<file path="src/hw/rtl/mfik_pkg.sv">
// shared types, constants and tables for the mecanum field inverse kinematics core
package mfik_pkg;

    // rotation stages requested, clamped to the arctangent table length
    localparam int ROTATION_STAGES = 16;
    localparam int ATAN_LEN = 24;
    localparam int CORDIC_STAGES = (ROTATION_STAGES > ATAN_LEN) ? ATAN_LEN :
                                   (ROTATION_STAGES < 1) ? 1 : ROTATION_STAGES;

    // datapath widths
    localparam int FW = 16;             // input field width
    localparam int GW = 24;             // gain width
    localparam int RW = 24;             // result field width
    localparam int CW = 32;             // cordic x, y, z width
    localparam int PW = FW + CW;        // velocity times sine or cosine
    localparam int VW = 34;             // rotated velocity in Q16
    localparam int XW = VW + GW + 1;    // scaled linear term
    localparam int TW = FW + GW + 1 + 12; // scaled rotation term
    localparam int SW = 61;             // wheel sum
    localparam int ROUND_SHIFT = 36;

    // back end pipeline: cordic stages plus six arithmetic stages
    localparam int BACK_LATENCY = CORDIC_STAGES + 6;
    localparam int OUT_AW = $clog2(BACK_LATENCY + 2);
    localparam int OUT_DEPTH = 1 << OUT_AW;
    localparam int CREDIT_W = $clog2(OUT_DEPTH + 1);

    // queue between front and back
    localparam int QUEUE_DEPTH = 4;
    localparam int QUEUE_AW = $clog2(QUEUE_DEPTH);

    // configuration port
    localparam int CFG_IW = 4;
    localparam logic [CFG_IW-1:0] REG_LINEAR_GAIN = CFG_IW'(0);
    localparam logic [CFG_IW-1:0] REG_ROTATION_GAIN = CFG_IW'(1);
    localparam logic [GW-1:0] GAIN_RESET = GW'(65536);

    // arithmetic constants
    localparam logic signed [CW-1:0] CORDIC_K = CW'(652032874);
    localparam logic signed [SW-1:0] ROUND_HALF = SW'(64'h0000_0008_0000_0000);
    localparam logic signed [RW:0] OUT_MAX = (RW+1)'(8388607);
    localparam logic signed [RW:0] OUT_MIN = -(RW+1)'(8388608);

    // arctangent of 2^-i in units of 1/6553600 degree
    localparam logic signed [CW-1:0] ATAN_TABLE [ATAN_LEN] = '{
        CW'(294912000), CW'(174096719), CW'(91987925), CW'(46694507),
        CW'(23437865),  CW'(11730358),  CW'(5866610),  CW'(2933484),
        CW'(1466764),   CW'(733385),    CW'(366693),   CW'(183346),
        CW'(91673),     CW'(45837),     CW'(22918),    CW'(11459),
        CW'(5730),      CW'(2865),      CW'(1432),     CW'(716),
        CW'(358),       CW'(179),       CW'(90),       CW'(45)
    };

    typedef struct packed {
        logic signed [FW-1:0] vel_x;
        logic signed [FW-1:0] vel_y;
        logic signed [FW-1:0] yaw_rate;
        logic signed [FW-1:0] heading;
    } command_t;

    typedef struct packed {
        logic signed [RW-1:0] wheel_one_rpm;
        logic signed [RW-1:0] wheel_two_rpm;
        logic signed [RW-1:0] wheel_three_rpm;
        logic signed [RW-1:0] wheel_four_rpm;
    } result_t;

    // velocities and rate that ride along the rotation
    typedef struct packed {
        logic signed [FW-1:0] lx;
        logic signed [FW-1:0] ly;
        logic signed [FW-1:0] wz;
        logic                 neg;
    } side_t;

    // classified word from front to back
    typedef struct packed {
        side_t                side;
        logic signed [CW-1:0] angle;
    } job_t;

    typedef struct packed {
        logic [GW-1:0] linear_gain;
        logic [GW-1:0] rotation_gain;
    } gains_t;

endpackage

</file>
<file path="src/hw/rtl/mfik_queue.sv">
// short queue of classified words between front and back
module mfik_queue (
    input  logic           clk,
    input  logic           rst_n,
    input  logic           push,
    output logic           full,
    input  mfik_pkg::job_t wr_data,
    input  logic           pop,
    output logic           empty,
    output mfik_pkg::job_t rd_data
);
    import mfik_pkg::*;

    job_t                mem_reg [QUEUE_DEPTH];
    logic [QUEUE_AW-1:0] wr_ptr_reg, wr_ptr_next;
    logic [QUEUE_AW-1:0] rd_ptr_reg, rd_ptr_next;
    logic [QUEUE_AW:0]   count_reg, count_next;
    logic                do_push, do_pop;

    assign full    = (count_reg == (QUEUE_AW+1)'(QUEUE_DEPTH));
    assign empty   = (count_reg == '0);
    assign do_push = push && !full;
    assign do_pop  = pop && !empty;
    assign rd_data = mem_reg[rd_ptr_reg];

    // pointer and fill count update
    always_comb
    begin
        wr_ptr_next = do_push ? wr_ptr_reg + 1'b1 : wr_ptr_reg;
        rd_ptr_next = do_pop ? rd_ptr_reg + 1'b1 : rd_ptr_reg;
        count_next  = count_reg + (QUEUE_AW+1)'(do_push) - (QUEUE_AW+1)'(do_pop);
    end

    always_ff @(posedge clk or negedge rst_n)
    begin
        if (!rst_n)
        begin
            wr_ptr_reg <= '0;
            rd_ptr_reg <= '0;
            count_reg  <= '0;
        end
        else
        begin
            wr_ptr_reg <= wr_ptr_next;
            rd_ptr_reg <= rd_ptr_next;
            count_reg  <= count_next;
        end
    end

    // storage
    always_ff @(posedge clk)
    begin
        if (do_push)
            mem_reg[wr_ptr_reg] <= wr_data;
    end

endmodule

</file>
<file path="config.mk">
export PLATFORM = sky130hd
export DESIGN_NAME = mfik_queue
export DESIGN_NICKNAME = d
export VERILOG_FILES = /design/src/hw/rtl/mfik_pkg.sv /design/src/hw/rtl/mfik_queue.sv
export SDC_FILE = /design/constraint.sdc
export NUM_CORES = 1
export LEC_CHECK = 0
export BUFFER_PORTS_ARGS = -buffer_cell sky130_fd_sc_hd__buf_2
export CAP_MARGIN = 25
export CORE_MARGIN = 2
export CORE_UTILIZATION = 50
export DETAILED_ROUTE_END_ITERATION = 8
export GPL_TIMING_DRIVEN = 0
export PLACE_DENSITY = 0.77
export SLEW_MARGIN = 10
export SYNTH_ARGS = -nofsm -noshare
export SYNTH_HDL_FRONTEND = slang
export SYNTH_SLANG_ARGS = --single-unit
</file>
<file path="constraint.sdc">
create_clock -name clk -period 2.8 [get_ports clk]
set_input_delay 0.42 -clock clk [delete_from_list [all_inputs] [get_ports clk]]
set_output_delay 0.42 -clock clk [all_outputs]
set_load 0.01 [all_outputs]
</file>
# Yosys cells after proc, flatten, opt, wreduce, memory -nomap -nowiden
# Memory sizes are Yosys's and may differ from the RTL's.
# Index checks and enable logic that the tools add are counted.
[classes]
reduce_logical = 5
mux = 2
addsub = 4
eq_ne = 1
[ops]
columns = ["operator", "n"]
rows = [
  ["2-bit by 1-bit adder with 2-bit output (second input constant)", 2],
  ["3-bit by 1-bit adder with 3-bit output", 1],
  ["3-bit equality test (second input constant)", 1],
  ["3-bit logical NOT", 1],
  ["3-bit by 1-bit subtractor with 3-bit output", 1],
  ["1-bit logical AND", 2],
  ["1-bit logical NOT", 2],
  ["1-bit 2-to-1 mux", 2],
]
[totals]
ff_bits = 7
n_memories = 1
ram_bits = 324
out_inout_bits = 83
inputBits = 85
[memory_table]
columns = ["name", "depth", "word_bits", "rd", "rd_clocked_by_memory_dff", "write_ports", "line", "text"]
rows = [
  ["mem_reg", 4, 81, 1, 0, 1, "mfik_queue.sv:14", "job_t mem_reg [QUEUE_DEPTH];"],
]

# Longest topological paths before layout
[logic_depth]
word_depth = 5
ltp_mapped = 8

# Worst setup path after synthesis
# No wires, ideal clock.
[synth_timing]
path_type = "register to register"
from = "reg count_reg[2]"
to = "mem mem_reg[0][0] (netlist name) (enable)"
t_arrival_ps = 2645
stages_incl_launch_ff = 3
t_required_ps = 2351
setup_ps = 449
path_buffers = 0
setup_slack_ps = -294
path_cell_list = "dfrtp_1 > nor3b_2 > and3b_1"
[synth_between]
elab_chain_cells = 5
[synth_rtl]
columns = ["item", "line", "text"]
rows = [
  ["from (decl)", "mfik_queue.sv:17", "logic [QUEUE_AW:0] count_reg, count_next;"],
  ["from (signal assigned)", "mfik_queue.sv:46", "count_reg <= count_next;"],
  ["3-bit equality test", "mfik_queue.sv:20", "assign full = (count_reg == (QUEUE_AW+1)'(QUEUE_DEPTH));"],
  ["net full", "mfik_queue.sv:6", "output logic full,"],
  ["1-bit logical NOT", "mfik_queue.sv:22", "assign do_push = push && !full;"],
  ["1-bit logical AND", "mfik_queue.sv:22", ""],
  ["1-bit 2-to-1 mux", "mfik_queue.sv:53", "if (do_push)"],
  ["1-bit 2-to-1 mux (implied by the code)", "mfik_queue.sv:54", "mem_reg[wr_ptr_reg] <= wr_data;"],
  ["to (decl)", "mfik_queue.sv:14", ""],
]
# The timed path passes the listed nets, and every way through them passes these cells.

==> impl_metrics.json <==
{
  "post-route-period-util_pct": 87.93,
  "die_area_um2": 25580,
  "core_area_um2": 24110,
  "synth-edff-count": 324,
  "synthCells": 464,
  "drc": 0,
  "drt_wl_total_um": 21390,
  "fp-row-count": 57,
  "seq_area_frac_synth_pct": 81.46,
  "postCtsSetupBuffers": 0,
  "fin_nets": 761,
  "drt_iter0_drc": 292,
  "yosysWarnings": 0,
  "p_per_area_nw_per_um2": 1041,
  "vias": 5486,
  "min_path_cells": 1,
  "synthArstFlopShare_pct": 2.115,
  "wire_per_inst_um": 21.03,
  "fp.dieH_um": 159.9,
  "largest_register_ffs": 324,
  "drtAntennaViolNets": 0,
  "reg2regPathDepth": 8,
  "period_needed_ns": 2.462,
  "hold_path_end": "mem_reg[3][30]",
  "grt_use_met3_pct": 4.208,
  "area_growth_syn_to_layout_pct": 18.67,
  "gr-max-usage-layer": "met2",
  "clock_sinks": 331,
  "cp-startpoint": "rd_ptr_reg[0]",
  "grt_usage_pct": 16.77,
  "yosys-top-cells-count": "324 x edfxtp_1, 81 x mux4_2, 9 x buf_2, 8 x buf_6, 7 x dfrtp_1",
  "drt_first_pass_iters": 4,
  "via_per_inst": 5.394,
  "status": "completed",
  "grt_antenna_before_repair": 1,
  "start_util_pct": 50.44,
  "vdd_drop_max_mv": 0.5995,
  "hpwlAfterDp_um": 13110,
  "clkSlewWorstSetupHoldPaths_ns": 0.06,
  "synth_top_area_share_pct": 80.02,
  "reg2reg_to": "count_reg[2]",
  "die_w_um": 159.9,
  "finalHoldViolCount": 0,
  "arrival_ns": 2.04,
  "io_pins": 168,
  "root_buffer": "clkbuf_16",
  "portBuffers": 167,
  "r2r_slack_ns": 0.57,
  "synth_seq_cells": 331,
  "drv_cap": 0,
  "grt_pass1_vias": 5986,
  "worstMarginPinSlew_ns": 0.7032,
  "power_uw": 15020,
  "hp-class": "in2reg",
  "synth_most_common_cell": "edfxtp_1",
  "clock_skew_ns": 0.01052,
  "num-fill-cells": 1749,
  "endpoint_kind": "output pin",
  "cts_tree": "yes",
  "finalSetupViolCount": 0,
  "synth_largest_area_cell": "edfxtp_1",
  "gp_congestion": 0.7217,
  "synth-main-ff-cell": "edfxtp_1",
  "syn-num-nets": 556,
  "cts_max_level": 1,
  "grt_overflow_total": 0,
  "synth_cell_type_count": 19,
  "crit_path_start_kind": "register",
  "antennaDiodeCount": 0,
  "r2r-start": "count_reg[2]",
  "grt.met2_usage_pct": 28.32,
  "cts_made_buffers": 31,
  "synthTopCellsByArea": "edfxtp_1 80%, mux4_2 15%, dfrtp_1 1.4%, buf_6 0.74%, ha_1 0.62%",
  "synth_area_um2": 12160,
  "cts.path.max_buffers": 3,
  "worstSkewPairLatency_ns": 0.54,
  "min_from": "wr_data[30]",
  "rsz0062_at_grt": "false",
  "setup_tns_ns": 0,
  "avgSynthCellArea_um2": 26.21,
  "fin_util_pct": 59.86,
  "grt_max_degree": 48,
  "grt.met1_usage_pct": 21.89,
  "slew_viol_final": 0,
  "fmax_mhz": 406.2,
  "crit_required_ns": 2.38,
  "drive_above_1_share_pct": 45.60,
  "power.leakage_uw": 0.004929,
  "grt_pass1_wl_um": 33170,
  "crit_fanout": 10,
  "max_slew_margin_pct": 53.12,
  "crit_type": "reg2out"
}
report_power, final:
part / internal [uW] / leakage, uW / switching (uW)
Sequential: 6520 / 0.00305 / 245
Clock: 2020 / 0.000432 / 1640
Combinational: 2160 / 0.00145 / 2420
Total: 10700 / 0.00493 / 4310
how the worst max path moves through the flow:
| stage | endpoint | cells past startpoint |
|---|---|---|
| final | rd_data[43] | 4 |
| after global routing | rd_data[43] | 4 |
| after CTS | rd_data[68] | 4 |
| after detailed placement | count_reg[2] | 8 |
| after global placement | mem_reg[1][57] | 2 |
| after floorplan | mem_reg[0][0] | 2 |
critical path: stages (launching register included):
cell and delay (ns):
dfrtp_1 0.36, buf_6 0.21, buf_6 0.22, mux4_2 0.54
buf_2 0.16
metal layers:
layer | routed length, um | vias up | share of wire, %
li1 | - | 2421 | -
met1 | 8774 | 2845 | 41
met2 | 10680 | 169 | 50
met3 | 1394 | 49 | 6.5
met4 | 524 | 2 | 2.4
met5 | 13 | - | 0.061
metrics by stage:
step           worst slack [ns]  instances  instance area [um2]  hold WS (ns)
2_1_floorplan            0.6152        464                12160        0.1244
3_3_place_gp           -0.05878        955                13410        0.2560
3_5_place_dp             0.5734        959                13530        0.2662
4_1_cts                  0.2704       1017                14430       0.06263
5_1_grt                  0.2325       1017                14430       0.06637
6_report                 0.3380       1017                14430       0.09013
cell usage in the layout (no fill, tap or decap), drive strengths merged:
| master | count |
|---|---|
| xnor2 | 4 |
| and3b | 4 |
| inv | 6 |
| nand4bb | 2 |
| buf | 189 |
| dlygate4sd3 | 1 |
| edfxtp | 324 |
| nand2 | 1 |
| o31ai | 1 |
| clkinvlp | 3 |
| mux4 | 81 |
| clkinv | 16 |
| nor3b | 1 |
| fa | 1 |
| dfrtp | 7 |
| clkbuf | 38 |
| nand2b | 4 |
| o311ai | 1 |
| o211ai | 2 |
| ha | 6 |
| nor3 | 1 |
logic make-up after synthesis:
group	share of synthesized area [%]
buf+inv	1.358
simple gates	0.8539
fa+ha+maj	0.7820
xor+xnor	0.2881
flops	81.46
mux	15.00
compound gates	0.2573
layout make-up:
type / count / area [um2] / area share, %
Sequential cell: 331 / 9905 / 68.64
Multi-Input combinational cell: 109 / 2105 / 14.59
Timing Repair Buffer: 172 / 955.9 / 6.625
Clock buffer: 38 / 802.0 / 5.558
Tap cell: 324 / 405.4 / 2.810
Buffer: 18 / 142.6 / 0.9886
Clock inverter: 19 / 91.34 / 0.6330
Inverter: 6 / 22.52 / 0.1561
what timing repair did:
action                                  CTS  global route
gates resized for setup                   0             0
hold endpoints to repair                  7             0
hold buffers                              1             0
endpoints found under the setup margin    0             0
Power figures use the tool's default switching activity.
